==> config.mk <==
export PLATFORM = sky130hd
export DESIGN_NAME = mbrs_tx_packer
export DESIGN_NICKNAME = d
export VERILOG_FILES = /design/src/mbrs_pkg.sv /design/src/mbrs_tx_packer.sv
export SDC_FILE = /design/constraint.sdc
export NUM_CORES = 1
export LEC_CHECK = 0
export ABC_CLOCK_PERIOD_IN_PS = 13800
export BUFFER_PORTS_ARGS = -buffer_cell sky130_fd_sc_hd__buf_2
export CAP_MARGIN = 0
export CORE_MARGIN = 3
export CORE_UTILIZATION = 40
export DETAILED_ROUTE_END_ITERATION = 8
export SLEW_MARGIN = 10
export SYNTH_ARGS = -nofsm -noshare
export SYNTH_HDL_FRONTEND = slang
export SYNTH_SLANG_ARGS = --single-unit
export TNS_END_PERCENT = 50
==> constraint.sdc <==
create_clock -name clk -period 13.8 [get_ports clk]
set_input_delay 2.07 -clock clk [delete_from_list [all_inputs] [get_ports clk]]
set_output_delay 2.07 -clock clk [all_outputs]
set_load 0.05 [all_outputs]
==> src/mbrs_pkg.sv <==
// Shared types, codes and CRC helper for the Modbus RTU register server.
`timescale 1ns / 1ps
`default_nettype none
package mbrs_pkg;

  localparam int RX_BUF_BYTES_DEF  = 256;
  localparam int HOLDING_DEPTH_DEF = 256;
  localparam int INPUT_DEPTH_DEF   = 256;

  localparam int S_TDATA_W = 48;
  localparam int M_TDATA_W = 56;
  localparam int CFG_IDX_W = 3;
  localparam int CFG_DATA_W = 16;

  // input item kinds
  localparam logic [1:0] KIND_RX_BYTE = 2'd0;
  localparam logic [1:0] KIND_SILENCE = 2'd1;
  localparam logic [1:0] KIND_LWRITE  = 2'd2;
  localparam logic [1:0] KIND_LREAD   = 2'd3;

  // configuration register indexes
  localparam logic [CFG_IDX_W-1:0] CFG_SLAVE_ADDRESS = 3'd0;
  localparam logic [CFG_IDX_W-1:0] CFG_HOLDING_BASE  = 3'd1;
  localparam logic [CFG_IDX_W-1:0] CFG_HOLDING_SIZE  = 3'd2;
  localparam logic [CFG_IDX_W-1:0] CFG_INPUT_BASE    = 3'd3;
  localparam logic [CFG_IDX_W-1:0] CFG_INPUT_SIZE    = 3'd4;

  // function codes and exception codes
  localparam logic [7:0] FC_READ_HOLDING = 8'h03;
  localparam logic [7:0] FC_READ_INPUT   = 8'h04;
  localparam logic [7:0] FC_WRITE_SINGLE = 8'h06;
  localparam logic [7:0] FC_WRITE_MULTI  = 8'h10;
  localparam logic [7:0] FC_EXC_FLAG     = 8'h80;
  localparam logic [7:0] EXC_NONE         = 8'h00;
  localparam logic [7:0] EXC_ILLEGAL_FC   = 8'h01;
  localparam logic [7:0] EXC_ILLEGAL_ADDR = 8'h02;
  localparam logic [7:0] EXC_ILLEGAL_VAL  = 8'h03;
  localparam logic [15:0] READ_MAX  = 16'd125;
  localparam logic [15:0] WRITE_MAX = 16'd123;

  localparam logic [15:0] CRC_INIT = 16'hFFFF;
  localparam logic [15:0] CRC_POLY = 16'hA001;

  // one byte (or one local read result) handed to the reply packer
  typedef struct packed {
    logic        valid;
    logic [7:0]  data;
    logic        last;
    logic        local_rd;
    logic [15:0] read_data;
  } tx_push_t;

  function automatic logic [15:0] crc16_byte(input logic [15:0] crc, input logic [7:0] d);
    logic [15:0] c;
    begin
      c = crc ^ {8'h00, d};
      for (int b = 0; b < 8; b++) begin
        c = c[0] ? ((c >> 1) ^ CRC_POLY) : (c >> 1);
      end
      return c;
    end
  endfunction

endpackage
`default_nettype wire

==> src/mbrs_tx_packer.sv <==
// Reply packer: folds reply bytes into items of up to four bytes, keeps the running CRC.
`timescale 1ns / 1ps
`default_nettype none
module mbrs_tx_packer
  import mbrs_pkg::*;
(
  input  wire logic                 clk,
  input  wire logic                 rst,
  input  wire tx_push_t             push,
  output logic                      ready,
  output logic [15:0]               crc,
  output logic                      m_tvalid,
  input  wire logic                 m_tready,
  output logic [M_TDATA_W-1:0]      m_tdata,  // tx_bytes[31:0], tx_count[34:32], local_read_data[50:35]
  output logic                      m_tlast
);

  logic [23:0] acc;
  logic [1:0]  acc_cnt;
  logic [31:0] word;

  assign ready = !m_tvalid || m_tready;

  always_comb begin
    word = {8'h00, acc};
    unique case (acc_cnt)
      2'd0: word[7:0]   = push.data;
      2'd1: word[15:8]  = push.data;
      2'd2: word[23:16] = push.data;
      2'd3: word[31:24] = push.data;
      default: word = {8'h00, acc};
    endcase
  end

  always_ff @(posedge clk) begin
    if (rst) begin
      m_tvalid <= 1'b0;
      acc      <= 24'd0;
      acc_cnt  <= 2'd0;
      crc      <= CRC_INIT;
    end else begin
      if (push.valid && (push.local_rd || acc_cnt == 2'd3 || push.last)) m_tvalid <= 1'b1;
      else if (m_tvalid && m_tready) m_tvalid <= 1'b0;
      if (push.valid) begin
        if (push.local_rd) begin
          m_tlast  <= 1'b0;
          m_tdata  <= {5'd0, push.read_data, 3'd0, 32'd0};
        end else if (acc_cnt == 2'd3 || push.last) begin
          m_tlast  <= push.last;
          m_tdata  <= {5'd0, 16'd0, {1'b0, acc_cnt} + 3'd1, word};
          acc      <= 24'd0;
          acc_cnt  <= 2'd0;
          crc      <= push.last ? CRC_INIT : crc16_byte(crc, push.data);
        end else begin
          acc      <= word[23:0];
          acc_cnt  <= acc_cnt + 2'd1;
          crc      <= crc16_byte(crc, push.data);
        end
      end
    end
  end

endmodule
`default_nettype wire

==> results.yml <==
grt:
  grt_max_degree: 51
  grt_pass1_wl_um: 13100
  overflow: 0
  grtUsageTotal_pct: 14.7
  grt_pass1_vias: 2626
  antenna_found_initial: 0
placed_design:
  place.detailed.hpwl_um: 5490
  gp_routability_congestion: 0.756
  post-place-ws_ns: 9.22
  place_inst: 547
  numPortBuffers: 99
drt:
  routed_wl_um: 8320
  drc: 0
  ant_nets: 0
  drt_iter0_markers: 85
  vias_per_cell: 4.83
  vias: 2720
  drtPass1Iterations: 4
  wl_per_cell_um: 14.8
cts:
  cts.htree.levels: 3
  clock-sinks: 95
  cts_max_path_buffers: 2
  clk_pin_slew_ns: 0.09
  postCtsSetupBuffers: 0
  tritoncts: "done"
  cts-root-buf: "clkbuf_8"
  cts_buffers: 9
  clk_latency_ns: 0.36
  ctsResizeCount: 0
  cts-hold-fix-buffers: 0
timing:
  setup_tns_ns: 0
  worst_pin_slew_ns: 0.788
  skew_ns: 0.00551
  worst_slack_ns: 9.22
  timing.hold.ws_ns: 0.501
  maxSlewViolCount: 0
  fmax_mhz: 218
  period_share_pct: 33.2
  rsz0062_at_grt: "false"
  fin_crit_ns: 4.58
  setup_viol: 0
  slew_headroom_pct: 47.5
  hold_viol_final: 0
power:
  power.density_mw_per_mm2: 128
  power.leakage_nw: 1.86
  peakVddDrop_mv: 0.0540
min_path:
  holdCritPathClass: "register to register"
yosys:
  mappedNetlistArea_mm2: 0.00404
  ys_warn_count: 0
  yosysSeqAreaShare_pct: 60.0
  netlist_instances: 344
  synth_edf_count: 52
  synth_cell_types: 35
  synth_area_per_cell_um2: 11.7
  async_flop_share_pct: 0
  synthFlopType: "edfxtp_1"
  ys_ff_latch: 95
layout:
  multi_input_area_mm2: 0.00144
  seqCellArea_mm2: 0.00242
  n_fill_cell: 931
  antenna_cells: 0
  fin_util_pct: 48.9
  area_delta_synth_final_pct: 18.3
  final_nets: 459
  layout_common_cells: "buf_2 (99), nor2_1 (60), edfxtp_1 (52), dfxtp_1 (43)"
  layout-drive-gt1-share_pct: 28.8
  instances_no_fill: 563
  mostFrequentLayoutCell: "buf_2"
die:
  start_util_pct: 41.3
  chipWidth_um: 106
  die_area_mm2: 0.0113
  rows: 36
  die_h_um: 106
  ios: 105
  fp.coreArea_mm2: 0.00977
worst_setup_path:
  crit_type: "input port to output port"
  worstPathRequired_ns: 11.73
  crit_fanout: 2
  cp-end-kind: "output port"
  critPathLaunchType: "input port"
  crit_arrival_ns: 2.51
job:
  drv_cap: 0
status:
  outcome: "complete, no violations"
## Yosys cell counts (4+ instances only)
cell      count  share of area, %
xor2_1        5               1.1
a22oi_1      24               4.5
xnor2_1      10               2.2
ha_1          4               1.2
buf_4         8               1.5
and2_1       24               3.7
mux2i_1      24               5.9
nand2b_1     11               1.7
o21bai_1      7               1.3
dfxtp_1      43                21
edfxtp_1     52                39
clkbuf_1     18               1.7
o22ai_1       8               1.2
nor2b_1       5              0.77
nor3_1        8              0.99
nor2_1       60               5.6
buf_2         5              0.62
## stage by stage
step	power, mW	area, um^2
finish	0.612	4780
global route	0.635	4780
CTS	0.620	4780
detailed placement	0.415	4550
global placement	0.415	4550
floorplan	0.398	4050
## worst max-delay path: stages
cell and delay, ns:
buf_2 0.09, nand2b_1 0.14, buf_2 0.21
## path summary, 6_finish.rpt
path                                                   to  cells after the start  slack [ns]                     from
worst min-delay path                 acc[20]$_SDFFE_PP0P_                      2        0.50     acc[20]$_SDFFE_PP0P_
worst max-delay path                                ready                      3        9.22                 m_tready
worst min register to register       acc[20]$_SDFFE_PP0P_                      2        0.50     acc[20]$_SDFFE_PP0P_
worst max register to register  m_tdata[22]$_SDFFCE_PP0P_                      5       11.61  acc_cnt[0]$_SDFFE_PP0P_
## cell families (layout without fill, tap and decap cells)
group	count (synthesis)	after routing	synth area share, %
AOI/OAI and AO/OA	46	46	8.06
xor gates and xnor gates	20	20	5.73
adders and majority gates	4	4	1.24
buffers and inverters	37	119	4.74
DFF	95	95	60.0
muxes	24	24	5.95
other	1	5	0.0929
and+or+nand+nor	117	117	14.2
## report_power, final
part | leakage, nW | internal [mW] | total [mW] | switching, mW
registers | 0.823 | 0.308 | 0.312 | 0.00384
logic | 0.929 | 0.0288 | 0.0960 | 0.0672
clock network | 0.107 | 0.104 | 0.204 | 0.100
## routing by layer
| metal | vias to the layer above | wire length, um | track usage, % |
|---|---|---|---|
| met5 | - | 0 | 0 |
| met4 | 0 | 125 | 5.21 |
| met3 | 11 | 542 | 3.04 |
| met2 | 94 | 3890 | 24.2 |
| met1 | 1272 | 3760 | 19.4 |
| li1 | 1343 | - | - |
## final cells by class
class,count,share of cell area (%)
Clock buffer,9,2.59
Sequential cell,95,50.7
Inverter,2,0.157
Timing Repair Buffer,101,10.7
Clock inverter,7,2.12
Tap cell,133,3.48
Multi-Input combinational cell,216,30.2
## flip-flops by register name (all words and copies together), names as in the netlist
name and count:
acc 24, m_tdata 51, m_tvalid 1, m_tlast 1, acc_cnt 2, crc 16
(Power assumes the default switching activity.)
